<file path="src/hdl/ate_pkg.sv">
`timescale 1ns / 1ps
`default_nettype none
package ate_pkg;

  localparam int unsigned ColW    = 6;
  localparam int unsigned RowW    = 5;
  localparam int unsigned CfgW    = 16;
  localparam int unsigned CfgIdxW = 3;

  localparam logic [CfgIdxW-1:0] RegColumns  = 3'd0;
  localparam logic [CfgIdxW-1:0] RegRows     = 3'd1;
  localparam logic [CfgIdxW-1:0] RegMaxPrint = 3'd2;
  localparam logic [CfgIdxW-1:0] RegDefFg    = 3'd3;
  localparam logic [CfgIdxW-1:0] RegDefBg    = 3'd4;

  localparam logic [7:0] ChEsc = 8'h1B;
  localparam logic [7:0] ChBs  = 8'h08;
  localparam logic [7:0] ChLf  = 8'h0A;
  localparam logic [7:0] ChCr  = 8'h0D;
  localparam logic [7:0] ChFf  = 8'h0C;
  localparam logic [7:0] ChBel = 8'h07;
  localparam logic [7:0] ChTab = 8'h09;

  typedef enum logic [1:0] {
    PsReady = 2'd0,
    PsEsc   = 2'd1,
    PsCsi   = 2'd2
  } parse_state_e;

  typedef enum logic [3:0] {
    OpNone, OpPrint, OpBs, OpLf, OpCr, OpClear, OpBell, OpTab, OpFinal
  } op_e;

  // classified byte handed from the front to the back
  typedef struct packed {
    op_e         op;
    logic [7:0]  ch;
  } cmd_t;

  typedef struct packed {
    logic        write_cell;
    logic [5:0]  cell_col;
    logic [4:0]  cell_row;
    logic [7:0]  cell_char;
    logic [15:0] cell_fg;
    logic [15:0] cell_bg;
    logic [4:0]  scroll_lines;
    logic        clear_screen;
    logic        beep;
    logic [5:0]  cursor_col;
    logic [4:0]  cursor_row;
    logic        cursor_shown;
  } res_t;

  function automatic logic [15:0] rgb565(input logic [7:0] r, input logic [7:0] g,
                                         input logic [7:0] b);
    return {r[7:3], g[7:2], b[7:3]};
  endfunction

  function automatic logic [7:0] sat8(input logic [15:0] v);
    return (v > 16'd255) ? 8'hFF : v[7:0];
  endfunction

  function automatic logic [15:0] palette(input logic [3:0] i);
    logic [15:0] v;
    unique case (i)
      4'd0:  v = rgb565(8'h00, 8'h00, 8'h00);
      4'd1:  v = rgb565(8'hAA, 8'h00, 8'h00);
      4'd2:  v = rgb565(8'h00, 8'hAA, 8'h00);
      4'd3:  v = rgb565(8'hAA, 8'h55, 8'h00);
      4'd4:  v = rgb565(8'h00, 8'h00, 8'hAA);
      4'd5:  v = rgb565(8'hAA, 8'h00, 8'hAA);
      4'd6:  v = rgb565(8'h00, 8'hAA, 8'hAA);
      4'd7:  v = rgb565(8'hAA, 8'hAA, 8'hAA);
      4'd8:  v = rgb565(8'h55, 8'h55, 8'h55);
      4'd9:  v = rgb565(8'hFF, 8'h55, 8'h55);
      4'd10: v = rgb565(8'h55, 8'hFF, 8'h55);
      4'd11: v = rgb565(8'hFF, 8'hFF, 8'h55);
      4'd12: v = rgb565(8'h00, 8'h00, 8'hFF);
      4'd13: v = rgb565(8'hFF, 8'h55, 8'hFF);
      4'd14: v = rgb565(8'h55, 8'hFF, 8'hFF);
      default: v = rgb565(8'hFF, 8'hFF, 8'hFF);
    endcase
    return v;
  endfunction

  // 256-colour index to rgb565, cube digits by reciprocal multiply (36 and 6)
  function automatic logic [15:0] indexed(input logic [7:0] n);
    logic [7:0]  c;
    logic [15:0] rq;
    logic [7:0]  r;
    logic [7:0]  rem;
    logic [15:0] gq;
    logic [7:0]  g;
    logic [7:0]  b;
    logic [7:0]  gr;
    logic [15:0] v;
    c   = n - 8'd16;
    rq  = {8'd0, c} * 16'd57;
    r   = {5'd0, rq[13:11]};
    rem = c - r * 8'd36;
    gq  = {8'd0, rem} * 16'd43;
    g   = {5'd0, gq[10:8]};
    b   = rem - g * 8'd6;
    gr  = (n - 8'd232) * 8'd10;
    if (n <= 8'd15) begin
      v = palette(n[3:0]);
    end else if (n <= 8'd231) begin
      v = rgb565(r * 8'd42, g * 8'd42, b * 8'd42);
    end else begin
      v = rgb565(gr, gr, gr);
    end
    return v;
  endfunction

endpackage
`default_nettype wire

</file>
<file path="src/hdl/ate_front.sv">
`timescale 1ns / 1ps
`default_nettype none
module ate_front import ate_pkg::*; (
  input  wire logic       clk_i,
  input  wire logic       rst_ni,
  input  wire logic       push_i,
  input  wire logic [7:0] rx_byte_i,
  input  wire logic [7:0] max_printable_i,
  output logic            full_o,
  output logic            valid_o,
  output cmd_t            cmd_o,
  input  wire logic       ready_i
);

  logic  valid_q, valid_d;
  cmd_t  cmd_q, cmd_d;
  parse_state_e state_q, state_d;
  logic  take;

  assign full_o  = valid_q && !ready_i;
  assign take    = push_i && !full_o;
  assign valid_o = valid_q;
  assign cmd_o   = cmd_q;

  always_comb begin
    state_d  = state_q;
    cmd_d.op = OpNone;
    cmd_d.ch = rx_byte_i;
    unique case (state_q)
      PsEsc: begin
        state_d = PsReady;
        if (rx_byte_i == "[") begin
          state_d  = PsCsi;
          cmd_d.op = OpNone;
        end
      end
      PsCsi: begin
        if (rx_byte_i >= 8'h40 && rx_byte_i < 8'h7E) begin
          state_d  = PsReady;
          cmd_d.op = OpFinal;
        end
      end
      default: begin
        state_d = PsReady;
        if (state_q == PsReady) begin
          if (rx_byte_i >= 8'h20 && rx_byte_i <= max_printable_i) cmd_d.op = OpPrint;
          else if (rx_byte_i == ChEsc) state_d = PsEsc;
          else if (rx_byte_i == ChBs)  cmd_d.op = OpBs;
          else if (rx_byte_i == ChLf)  cmd_d.op = OpLf;
          else if (rx_byte_i == ChCr)  cmd_d.op = OpCr;
          else if (rx_byte_i == ChFf)  cmd_d.op = OpClear;
          else if (rx_byte_i == ChBel) cmd_d.op = OpBell;
          else if (rx_byte_i == ChTab) cmd_d.op = OpTab;
        end
      end
    endcase
  end

  always_comb begin
    valid_d = valid_q;
    if (ready_i) valid_d = 1'b0;
    if (take) valid_d = 1'b1;
  end

  always_ff @(posedge clk_i or negedge rst_ni) begin
    if (!rst_ni) begin
      valid_q <= 1'b0;
      state_q <= PsReady;
    end else begin
      valid_q <= valid_d;
      if (take) state_q <= state_d;
    end
  end

  // params digits are passed as OpNone with the byte, back decodes in csi state
  always_ff @(posedge clk_i) begin
    if (take) begin
      cmd_q <= cmd_d;
    end
  end

endmodule
`default_nettype wire

</file>
<file path="src/hdl/ate_back.sv">
`timescale 1ns / 1ps
`default_nettype none
module ate_back import ate_pkg::*; #(
  parameter int unsigned MaxCols   = 52,
  parameter int unsigned MaxRows   = 30,
  parameter int unsigned NumParams = 5
) (
  input  wire logic        clk_i,
  input  wire logic        rst_ni,
  input  wire logic        valid_i,
  input  cmd_t             cmd_i,
  input  wire logic        csi_open_i,
  input  wire logic        csi_body_i,
  input  wire logic [5:0]  columns_i,
  input  wire logic [4:0]  rows_i,
  input  wire logic        clamp_i,
  input  wire logic [15:0] def_fg_i,
  input  wire logic [15:0] def_bg_i,
  input  wire logic        def_fg_we_i,
  output logic             ready_o,
  output logic             res_valid_o,
  output res_t             res_o,
  input  wire logic        res_ready_i
);

  localparam int unsigned PiW  = $clog2(NumParams + 1);
  localparam int unsigned IdxW = (NumParams > 1) ? $clog2(NumParams) : 1;

  logic [15:0] par_q [NumParams];
  logic [PiW-1:0] pi_q;
  logic [IdxW-1:0] pix;
  logic priv_q, vis_q;
  logic [5:0] col_q, scol_q;
  logic [4:0] row_q, srow_q;
  logic [15:0] fg_q, bg_q;
  logic rv_q;
  res_t res_q;
  logic go;

  logic [5:0] ec;
  logic [4:0] er;
  always_comb begin
    ec = (columns_i == 6'd0) ? 6'd1 : columns_i;
    if (32'(ec) > MaxCols) ec = 6'(MaxCols);
    er = (rows_i == 5'd0) ? 5'd1 : rows_i;
    if (32'(er) > MaxRows) er = 5'(MaxRows);
  end

  assign ready_o = !rv_q || res_ready_i;
  assign go      = valid_i && ready_o;
  assign res_valid_o = rv_q;
  assign res_o   = res_q;

  logic [15:0] p0, p1, p2, n;
  logic [15:0] dig;
  logic [19:0] acc;
  logic [5:0]  col_d;
  logic [4:0]  row_d;
  logic [15:0] fg_d, bg_d;
  logic        vis_d, do_clr;
  logic [5:0]  scol_d;
  logic [4:0]  srow_d;
  logic [4:0]  scr;
  logic [16:0] sum;
  logic [15:0] rowm, colm, tmp;
  logic [15:0] idxc, tc;
  res_t        r;

  assign pix = pi_q[IdxW-1:0];
  assign p0 = par_q[0];
  assign p1 = par_q[1];
  assign p2 = par_q[2];
  assign n  = (p0 == 16'd0) ? 16'd1 : p0;
  assign dig = {12'd0, cmd_i.ch[3:0]};
  assign acc = {4'd0, par_q[pix]} * 20'd10 + {4'd0, dig};

  always_comb begin
    col_d = col_q; row_d = row_q; fg_d = fg_q; bg_d = bg_q; vis_d = vis_q;
    scol_d = scol_q; srow_d = srow_q; scr = '0; do_clr = 1'b0;
    r = '0; sum = '0; rowm = '0; colm = '0; tmp = '0;
    idxc = indexed(p2[7:0]);
    tc = rgb565(sat8(p2), sat8(par_q[3]), sat8(par_q[4]));
    unique case (cmd_i.op)
      OpPrint: begin
        r.write_cell = 1'b1; r.cell_col = col_q; r.cell_row = row_q;
        r.cell_char = cmd_i.ch; r.cell_fg = fg_q; r.cell_bg = bg_q;
        if (col_q + 6'd1 >= ec) begin
          col_d = '0;
          if (row_q + 5'd1 >= er) begin row_d = er - 5'd1; scr = 5'd1; end
          else row_d = row_q + 5'd1;
        end else col_d = col_q + 6'd1;
      end
      OpBs: if (col_q != 6'd0) col_d = col_q - 6'd1;
      OpLf: begin
        col_d = '0;
        if (row_q + 5'd1 >= er) begin row_d = er - 5'd1; scr = 5'd1; end
        else row_d = row_q + 5'd1;
      end
      OpCr: col_d = '0;
      OpClear: do_clr = 1'b1;
      OpBell: r.beep = 1'b1;
      OpTab: begin
        tmp = {10'd0, col_q + 6'd8} & 16'hFFF8;
        if (col_q >= 6'd56) tmp = 16'd64;
        col_d = (tmp >= {10'd0, ec}) ? ec - 6'd1 : tmp[5:0];
      end
      OpFinal: begin
        unique case (cmd_i.ch)
          "H": begin
            rowm = (p0 == 0) ? 16'd0 : p0 - 16'd1;
            colm = (p1 == 0) ? 16'd0 : p1 - 16'd1;
            row_d = (rowm >= {11'd0, er}) ? er - 5'd1 : rowm[4:0];
            col_d = (colm >= {10'd0, ec}) ? ec - 6'd1 : colm[5:0];
          end
          "h": if (priv_q && p0 == 16'd25) vis_d = 1'b1;
          "l": if (priv_q && p0 == 16'd25) vis_d = 1'b0;
          "s": begin scol_d = col_q; srow_d = row_q; end
          "u": begin col_d = scol_q; row_d = srow_q; end
          "J": if (p0 == 16'd2 || p0 == 16'd3) do_clr = 1'b1;
          "A": row_d = ({11'd0, row_q} >= n) ? row_q - n[4:0] : 5'd0;
          "B": begin
            sum = {12'd0, row_q} + {1'b0, n};
            row_d = (sum >= {12'd0, er}) ? er - 5'd1 : sum[4:0];
          end
          "C": begin
            sum = {11'd0, col_q} + {1'b0, n};
            col_d = (sum >= {11'd0, ec}) ? ec - 6'd1 : sum[5:0];
          end
          "D": col_d = ({10'd0, col_q} >= n) ? col_q - n[5:0] : 6'd0;
          "S": scr = (n > {11'd0, er}) ? er : n[4:0];
          "m": begin
            if (p0 >= 30 && p0 <= 37)   fg_d = palette(4'(p0 - 16'd30));
            if (p0 >= 40 && p0 <= 47)   bg_d = palette(4'(p0 - 16'd40));
            if (p0 >= 90 && p0 <= 97)   fg_d = palette(4'(p0 - 16'd82));
            if (p0 >= 100 && p0 <= 107) bg_d = palette(4'(p0 - 16'd92));
            if (p1 == 16'd5 && p2 <= 16'd255) begin
              if (p0 == 16'd38) fg_d = idxc;
              if (p0 == 16'd48) bg_d = idxc;
            end
            if (p1 == 16'd2) begin
              if (p0 == 16'd38) fg_d = tc;
              if (p0 == 16'd48) bg_d = tc;
            end
          end
          default: ;
        endcase
      end
      default: ;
    endcase
    if (do_clr) begin
      col_d = '0; row_d = '0; fg_d = def_fg_i; bg_d = def_bg_i;
    end
    r.scroll_lines = scr;
    r.clear_screen = do_clr;
    r.cursor_col = col_d;
    r.cursor_row = row_d;
    r.cursor_shown = vis_d;
  end

  always_ff @(posedge clk_i or negedge rst_ni) begin
    if (!rst_ni) begin
      rv_q <= 1'b0; pi_q <= '0; priv_q <= 1'b0; vis_q <= 1'b1;
      col_q <= '0; row_q <= '0; scol_q <= '0; srow_q <= '0;
      fg_q <= 16'd2016; bg_q <= '0; res_q <= '0;
      for (int i = 0; i < NumParams; i++) par_q[i] <= '0;
    end else begin
      if (def_fg_we_i) begin
        // nothing: colours follow defaults only on clear
      end
      if (go) begin
        rv_q <= 1'b1;
        res_q <= r;
        col_q <= col_d; row_q <= row_d; fg_q <= fg_d; bg_q <= bg_d;
        vis_q <= vis_d; scol_q <= scol_d; srow_q <= srow_d;
        if (csi_open_i || cmd_i.op == OpFinal) begin
          pi_q <= '0; priv_q <= 1'b0;
          for (int i = 0; i < NumParams; i++) par_q[i] <= '0;
        end else if (csi_body_i) begin
          if (cmd_i.ch >= "0" && cmd_i.ch <= "9") begin
            if (32'(pi_q) < NumParams)
              par_q[pix] <= (acc > 20'hFFFF) ? 16'hFFFF : acc[15:0];
          end else if (cmd_i.ch == ";") begin
            if (32'(pi_q) < NumParams) pi_q <= pi_q + 1'b1;
          end else if (cmd_i.ch == "?") begin
            priv_q <= 1'b1;
          end
        end
      end else begin
        if (res_ready_i) rv_q <= 1'b0;
        if (clamp_i) begin
          if (col_q >= ec) col_q <= ec - 6'd1;
          if (row_q >= er) row_q <= er - 5'd1;
          if (scol_q >= ec) scol_q <= ec - 6'd1;
          if (srow_q >= er) srow_q <= er - 5'd1;
        end
      end
    end
  end

endmodule
`default_nettype wire

</file>
<file path="src/hdl/ansi_terminal_escape_parser.sv">
`timescale 1ns / 1ps
`default_nettype none
// ANSI terminal parser: one byte in, one result word out per byte. A byte is
// classified and registered in the front stage, then carried out in the back
// stage; one byte per cycle is sustained while results are popped, and each stage
// holds one word, so a byte still goes in while a finished result waits to be popped.
module ansi_terminal_escape_parser import ate_pkg::*; #(
  parameter int unsigned MAX_COLS   = 52,
  parameter int unsigned MAX_ROWS   = 30,
  parameter int unsigned NUM_PARAMS = 5
) (
  input  wire logic                clk_i,
  input  wire logic                rst_ni,
  input  wire logic                push,
  output logic                     full,
  input  wire logic [7:0]          rx_byte_i,
  output logic                     empty,
  input  wire logic                pop,
  output logic                     write_cell_o,
  output logic [5:0]               cell_col_o,
  output logic [4:0]               cell_row_o,
  output logic [7:0]               cell_char_o,
  output logic [15:0]              cell_fg_o,
  output logic [15:0]              cell_bg_o,
  output logic [4:0]               scroll_lines_o,
  output logic                     clear_screen_o,
  output logic                     beep_o,
  output logic [5:0]               cursor_col_o,
  output logic [4:0]               cursor_row_o,
  output logic                     cursor_shown_o,
  input  wire logic                cfg_we_i,
  input  wire logic [CfgIdxW-1:0]  cfg_idx_i,
  input  wire logic [CfgW-1:0]     cfg_data_i
);

  logic [5:0]  columns_q;
  logic [4:0]  rows_q;
  logic [7:0]  maxp_q;
  logic [15:0] dfg_q, dbg_q;
  logic        clamp_q;
  logic        fvalid, bready, rvalid;
  cmd_t        cmd;
  res_t        res;
  parse_state_e st_q;
  logic        open_q, body_q;

  always_ff @(posedge clk_i or negedge rst_ni) begin
    if (!rst_ni) begin
      columns_q <= 6'd40; rows_q <= 5'd30; maxp_q <= 8'd255;
      dfg_q <= 16'd2016; dbg_q <= '0; clamp_q <= 1'b0;
    end else begin
      clamp_q <= 1'b0;
      if (cfg_we_i) begin
        unique case (cfg_idx_i)
          RegColumns:  begin columns_q <= cfg_data_i[5:0]; clamp_q <= 1'b1; end
          RegRows:     begin rows_q <= cfg_data_i[4:0]; clamp_q <= 1'b1; end
          RegMaxPrint: maxp_q <= cfg_data_i[7:0];
          RegDefFg:    dfg_q <= cfg_data_i;
          RegDefBg:    dbg_q <= cfg_data_i;
          default: ;
        endcase
      end
    end
  end

  // track csi context alongside the front so the back knows parameter bytes
  always_ff @(posedge clk_i or negedge rst_ni) begin
    if (!rst_ni) begin
      st_q <= PsReady; open_q <= 1'b0; body_q <= 1'b0;
    end else if (push && !full) begin
      open_q <= (st_q == PsEsc) && (rx_byte_i == "[");
      body_q <= (st_q == PsCsi);
      unique case (st_q)
        PsEsc:   st_q <= (rx_byte_i == "[") ? PsCsi : PsReady;
        PsCsi:   if (rx_byte_i >= 8'h40 && rx_byte_i < 8'h7E) st_q <= PsReady;
        default: if (!(rx_byte_i >= 8'h20 && rx_byte_i <= maxp_q) && rx_byte_i == ChEsc)
                   st_q <= PsEsc;
                 else st_q <= PsReady;
      endcase
    end
  end

  ate_front u_front (
    .clk_i, .rst_ni, .push_i(push), .rx_byte_i, .max_printable_i(maxp_q),
    .full_o(full), .valid_o(fvalid), .cmd_o(cmd), .ready_i(bready)
  );

  ate_back #(.MaxCols(MAX_COLS), .MaxRows(MAX_ROWS), .NumParams(NUM_PARAMS)) u_back (
    .clk_i, .rst_ni, .valid_i(fvalid), .cmd_i(cmd),
    .csi_open_i(open_q), .csi_body_i(body_q && cmd.op != OpFinal),
    .columns_i(columns_q), .rows_i(rows_q), .clamp_i(clamp_q),
    .def_fg_i(dfg_q), .def_bg_i(dbg_q), .def_fg_we_i(1'b0),
    .ready_o(bready), .res_valid_o(rvalid), .res_o(res), .res_ready_i(pop)
  );

  assign empty          = !rvalid;
  assign write_cell_o   = res.write_cell;
  assign cell_col_o     = res.cell_col;
  assign cell_row_o     = res.cell_row;
  assign cell_char_o    = res.cell_char;
  assign cell_fg_o      = res.cell_fg;
  assign cell_bg_o      = res.cell_bg;
  assign scroll_lines_o = res.scroll_lines;
  assign clear_screen_o = res.clear_screen;
  assign beep_o         = res.beep;
  assign cursor_col_o   = res.cursor_col;
  assign cursor_row_o   = res.cursor_row;
  assign cursor_shown_o = res.cursor_shown;

endmodule
`default_nettype wire

</file>
<file path="config.mk">
export PLATFORM = sky130hd
export DESIGN_NAME = ansi_terminal_escape_parser
export DESIGN_NICKNAME = d
export VERILOG_FILES = /design/src/hdl/ate_pkg.sv /design/src/hdl/ate_front.sv /design/src/hdl/ate_back.sv /design/src/hdl/ansi_terminal_escape_parser.sv
export SDC_FILE = /design/constraint.sdc
export NUM_CORES = 1
export LEC_CHECK = 0
export BUFFER_PORTS_ARGS = -buffer_cell sky130_fd_sc_hd__buf_2
export CAP_MARGIN = 20
export CORE_ASPECT_RATIO = 0.7
export CORE_UTILIZATION = 33
export CTS_CLUSTER_SIZE = 12
export DETAILED_ROUTE_END_ITERATION = 8
export GPL_TIMING_DRIVEN = 0
export HOLD_SLACK_MARGIN = 0.06
export PLACE_DENSITY = 0.56
export SLEW_MARGIN = 20
export SYNTH_ARGS = -nofsm -noshare
export SYNTH_HDL_FRONTEND = slang
export SYNTH_HIERARCHICAL = 1
export SYNTH_SLANG_ARGS = --single-unit
</file>
<file path="constraint.sdc">
create_clock -name clk_i -period 17.3 [get_ports clk_i]
set_input_delay 2.595 -clock clk_i [delete_from_list [all_inputs] [get_ports clk_i]]
set_output_delay 2.595 -clock clk_i [all_outputs]
set_load 0.03 [all_outputs]
</file>
* Word-level counts from Yosys, hierarchy flattened
Memory sizes are Yosys's and may differ from the RTL's. Cells that the tools add are included.
Storage, ports and cells: memories kept 5, flip-flop bits (word level) 282, bits in read-only memories 1280
Memories:
- (name not given) | depth 16, bits a word 16, rd ports 1, clocked after Yosys merged registers in 0, wr ports 0, line ate_pkg.sv:66 | unique case (i)
- (name not given) | depth 16, bits a word 16, rd ports 1, clocked after Yosys merged registers in 0, wr ports 0, line ate_pkg.sv:66
- (name not given) | depth 16, bits a word 16, rd ports 1, clocked after Yosys merged registers in 0, wr ports 0, line ate_pkg.sv:66
- (name not given) | depth 16, bits a word 16, rd ports 1, clocked after Yosys merged registers in 0, wr ports 0, line ate_pkg.sv:66
- (name not given) | depth 16, bits a word 16, rd ports 1, clocked after Yosys merged registers in 0, wr ports 0, line ate_pkg.sv:66
Cells by class: $add $sub $neg 22, bitwise operators 1, $mul 9, equal/unequal tests 52, reduce and logical (&&, ||, !) cells 61, mux-type cells 125, magnitude comparators 41
Operator list (count):
- $mux W16 | 28
- $mux W80 | 4
- $eq A8 B7 Y1 const B | 13
- $mux W6 | 17
- $mux W5 | 19
- $bwmux W80 | 1
- $mux W52 | 1
- $bmux W16 S3 | 1
- $demux W16 S3 | 1
- $eq A16 B2 Y1 const B | 3
- $gt A16 B8 Y1 const B | 3
- $eq A8 B4 Y1 const B | 5
- $mux W4 | 9
- $eq A16 B6 Y1 const B | 2
- $ge A16 B6 Y1 | 2
- $ge A16 B7 Y1 const B | 2
- $le A16 B6 Y1 const B | 2
- $le A16 B7 Y1 const B | 2
- $logic_not A16 Y1 | 2
- $sub A16 B1 Y16 const B | 2
- $pmux W5 S3 | 2
- $pmux W6 S5 | 1
- $reduce_bool A2 Y1 | 14
- $mux W8 | 3
- other kinds (90) | 172

* Depth between registers and ports, before layout
depth in word-level cells 17, depth in mapped cells 53

* Hierarchy
Netlist, hierarchy kept.
Modules (own cells, without submodules):
- ate_back | instances 1, cells an instance 2301, area an instance 19406.1 sq um
- ansi_terminal_escape_parser | instances 1, cells an instance 158, area an instance 2359.8 sq um
- ate_front | instances 1, cells an instance 81, area an instance 894.6 sq um

* Worst setup path after synthesis
OpenSTA, ideal clock, no wires.
kind reg-to-reg, from register u_back.par_q, in the netlist u_back/p2[4], to register u_back.fg_q[4], setup time 0.082 ns, slack 5.563 ns, arrival time 11.655 ns, buffers on the path 1, cell stages (with the launch flop) 51, cell sequence dfrtp_1 clkbuf_1 inv_1 ha_1 xnor2_1 inv_1 fa_1 ha_1 ha_1 and4_1 a41oi_2 a21oi_1 a2111oi_2 xnor2_1 ha_1 and2_1 a221o_1 maj3_2 (+15 left out) xnor2_1 ha_1 inv_1 ha_1 xor2_1 ha_1 ha_1 ha_1 ha_1 a21oi_1 xnor2_1 xnor2_1 xnor2_1 xnor3_1 a21o_1 o21ai_2 a2111o_1 a22oi_2
Between the ends: longest elaborated chain between the ends 17, elaborated cells between the ends (all ways) 23, those cells by class add/sub (4); mul (6); order compare (3); mux (9); reduce/logical (1)
Ends and longest elaborated chain:
- from (decl) | line ate_back.sv:29 | logic [15:0] par_q [NumParams];
- from (signal, indexed assignment) | line ate_back.sv:181 | par_q[pix] <= (acc > 20'hFFFF) ? 16'hFFFF : acc[15:0];
- $sub A8 B5 Y8 | line ate_pkg.sv:98 | c = n - 8'd16;
- $mul A8 B6 Y14 | line ate_pkg.sv:99 | rq = {8'd0, c} * 16'd57;
- $mul A3 B4 Y6 | line ate_pkg.sv:101 | rem = c - r * 8'd36;
- $sub A8 B8 Y8 | line ate_pkg.sv:101
- $mul A8 B6 Y11 | line ate_pkg.sv:102 | gq = {8'd0, rem} * 16'd43;
- $mul A3 B2 Y5 | line ate_pkg.sv:104 | b = rem - g * 8'd6;
- $sub A8 B6 Y8 | line ate_pkg.sv:104
- $mul A8 B5 Y7 | line ate_pkg.sv:109 | v = rgb565(r * 8'd42, g * 8'd42, b * 8'd42);
- $mux W16 | line ate_pkg.sv:108 | end else if (n <= 8'd231) begin
- $mux W16 | line ate_pkg.sv:106 | if (n <= 8'd15) begin
- $mux W16 | line ate_back.sv:137 | if (p0 == 16'd38) fg_d = idxc;
- $mux W16 (*) | line ate_back.sv:136 | if (p1 == 16'd5 && p2 <= 16'd255) begin
- $mux W16 | line ate_back.sv:141 | if (p0 == 16'd38) fg_d = tc;
- $mux W16 (*) | line ate_back.sv:140 | if (p1 == 16'd2) begin
- $mux W16 (*) | line ate_back.sv:108 | unique case (cmd_i.ch)
- $mux W16 (*) | line ate_back.sv:83 | unique case (cmd_i.op)
- $mux W16 (*) | line ate_back.sv:150 | if (do_clr) begin
- to (signal assigned) | line ate_back.sv:173 | col_q <= col_d; row_q <= row_d; fg_q <= fg_d; bg_q <= bg_d;
- to (decl) | line ate_back.sv:35 | logic [15:0] fg_q, bg_q;
Every way passes the cells marked *; elsewhere a longest branch is shown, timed or not. The select of a mux whose other input is x is not followed. A chain may end at the register's enable or synchronous reset.

* Worst setup path in the final report
Ends and elaborated chain as after synthesis.

==> results.yml <==
run_status:
  status: "finished with violations"
  violations: "design-rule violations"
finish:
  nets: 2982
  multi_input_area_um2: 14420
  register_area_um2: 7151
  num-fill-cells: 6865
  drive_above_1_share: 0.1096
  syn_to_final_growth_pct: 11.86
synth:
  syn-num-nets: 2842
  syn_avg_cell_area_um2: 8.923
  yosysWarnings: 6
  syn_inst: 2539
  syn_area_um2: 22660
detailed_routing:
  met3_length_mm: 9.857
  dr.pass1.iters: 8
  top_layer_used: "met5"
  vias_per_cell: 5.748
  post_drt_wl_per_cell_um: 23.68
  routed-wl-met2_mm: 32.00
  drc_errors: 13
  ant_nets: 0
  routed_wl_mm: 85.10
  via_count: 20650
  drt-initial-drc-count: 2194
  wl_met1_mm: 41.53
setup_path:
  cpMaxStageDelayCell: "fa_1"
  worst-endpoint-required_ps: 17810
  worst-path-buf-inv: 6
  critical_path_class: "reg -> reg"
  cp_max_fo: 8
  cp_slowest_stage_delay_ps: 570
  start_kind: "flop"
  critical_path.top_delay_family: "adder cells"
  endpoint_kind: "flop"
  arrival_ps: 14130
  path_common_cell: "ha_1"
sta:
  max_freq_ghz: 0.07341
  finalClockSkew_ps: 31.58
  period_needed_ps: 13620
  final-setup-viol-count: 0
  hold_ws_ps: 466.2
  hold_viol: 0
  drv_slew: 0
  tightest_slew_ps: 1181
  tns_ps: 0
  finalCritPeriodShare: 0.7875
  max_slew_margin: 0.2054
  rsz0062_at_grt: "no"
place:
  place_congestion: 0.9967
  portBuffers: 104
  hpwl_mm: 67.96
clock_network:
  cts_root_buffer: "clkbuf_16"
  cts_buffers: 29
  cts_setup_buffers: 0
  ctsResizeCount: 0
  clock_sinks: 282
  clk_path_buf_depth: 3
  hold_buffers: 0
  clk-insertion-delay-late_ps: 590
  htree_levels: 1
  path_clk_slew_ps: 70
  cts_tree: "built"
global_route:
  antenna_found_initial: 4
  grt_max_degree: 96
  grt_pass1_wl_mm: 128.5
  grt_pass1_vias: 20030
  gr-total-overflow: 0
  globalRouteTotalUtil: 0.2413
die:
  coreArea_um2: 67210
  die_w_um: 315.2
  die_area_um2: 69730
  io_pins: 105
  rows: 79
  die_h_um: 221.2
  initial_core_util: 0.3371
power_and_ir_drop:
  power_density_nw_per_um2: 131.3
  p_leak_nw: 11.53
  ir_drop_uv: 209.2
min_path:
  hold_path_class: "reg -> reg"
job:
  cap_violations: 0
## layout by cell type, fill, tap and decap left out, types with 98 or more instances in the layout
| master | count |
|---|---|
| ha_1 | 250 |
| dfrtp_1 | 243 |
| nand2_1 | 235 |
| o21ai_0 | 191 |
| a21oi_1 | 182 |
| inv_1 | 156 |
| nor2_1 | 155 |
| clkbuf_1 | 119 |
| buf_2 | 112 |
| a22o_1 | 98 |
## state kept, by name, summed over array words and instances, names as in the netlist, 16 cells and up
signal / count
u_back/p0: 16
dbg_q: 16
u_back/p1: 16
u_back/par_q: 32
dfg_q: 16
u_back/p2: 16
u_back/bg_q: 16
u_back/fg_q: 16
u_back/res_o: 71
## cell type report
class | instances | area share
Multi-Input combinational cell | 1974 | 0.5690
Sequential cell | 282 | 0.2821
Tap cell | 891 | 0.04399
Clock buffer | 48 | 0.03303
Timing Repair Buffer | 109 | 0.02468
Inverter | 157 | 0.02325
Buffer | 126 | 0.02073
Clock inverter | 5 | 0.003061
Antenna cell | 1 | 0.00009874
## power by group
part	total (W)	internal [W]	switching (W)	leakage, nW
clock	0.000630	0.000357	0.000273	0.440
combinational	0.00183	0.000770	0.00106	7.46
sequential	0.000864	0.000753	0.000111	3.63
total	0.00333	0.00188	0.00145	11.5
## worst reg2reg max path, delay by kind of cell, from the launching register on
kind,cells,cell delay (ps)
buffers and inverters,6,1130
adder cells (fa/ha/maj),16,5600
flip-flops,1,380
AND/OR/NAND/NOR,2,420
AO/OA/AOI/OAI,14,3010
XOR/XNOR,12,2980
## stage by stage
stage | area (um2) | std cells | setup WS [ps] | total power, W | utilization
after floorplan | 22660 | 2539 | 5563 | 0.002156 | -
final | 25340 | 3593 | 3677 | 0.003327 | 0.3771
after global routing | 25340 | 3593 | 2804 | 0.003589 | 0.3771
after global placement | 24290 | 3534 | 3806 | 0.002639 | 0.3614
after detailed placement | 24410 | 3539 | 3697 | 0.002672 | 0.3631
after CTS | 25320 | 3592 | 3615 | 0.003325 | 0.3768
## final timing paths
check,depth (start not counted),endpoint,slack [ps],start
max,50,u_back/fg_q[4]$_DFFE_PN0P_,3680,u_back/p2[4]$_DFFE_PN0P_
min,2,u_back/vis_q$_DFFE_PN1P_,470,u_back/vis_q$_DFFE_PN1P_
max reg2reg,50,u_back/fg_q[4]$_DFFE_PN0P_,3680,u_back/p2[4]$_DFFE_PN0P_
min reg2reg,2,u_back/vis_q$_DFFE_PN1P_,470,u_back/vis_q$_DFFE_PN1P_
max in group asynchronous,3,u_back/vis_q$_DFFE_PN1P_,14250,rst_ni
min in group asynchronous,1,u_back/res_o[31]$_DFFE_PN0P_,1850,rst_ni
## layer usage
layer,track usage,vias up
li1,-,9524
met1,0.3712,10110
met2,0.3144,917
met3,0.08707,98
met4,0.04385,2
met5,0.01377,-
Power figures use the tool's default switching activity.
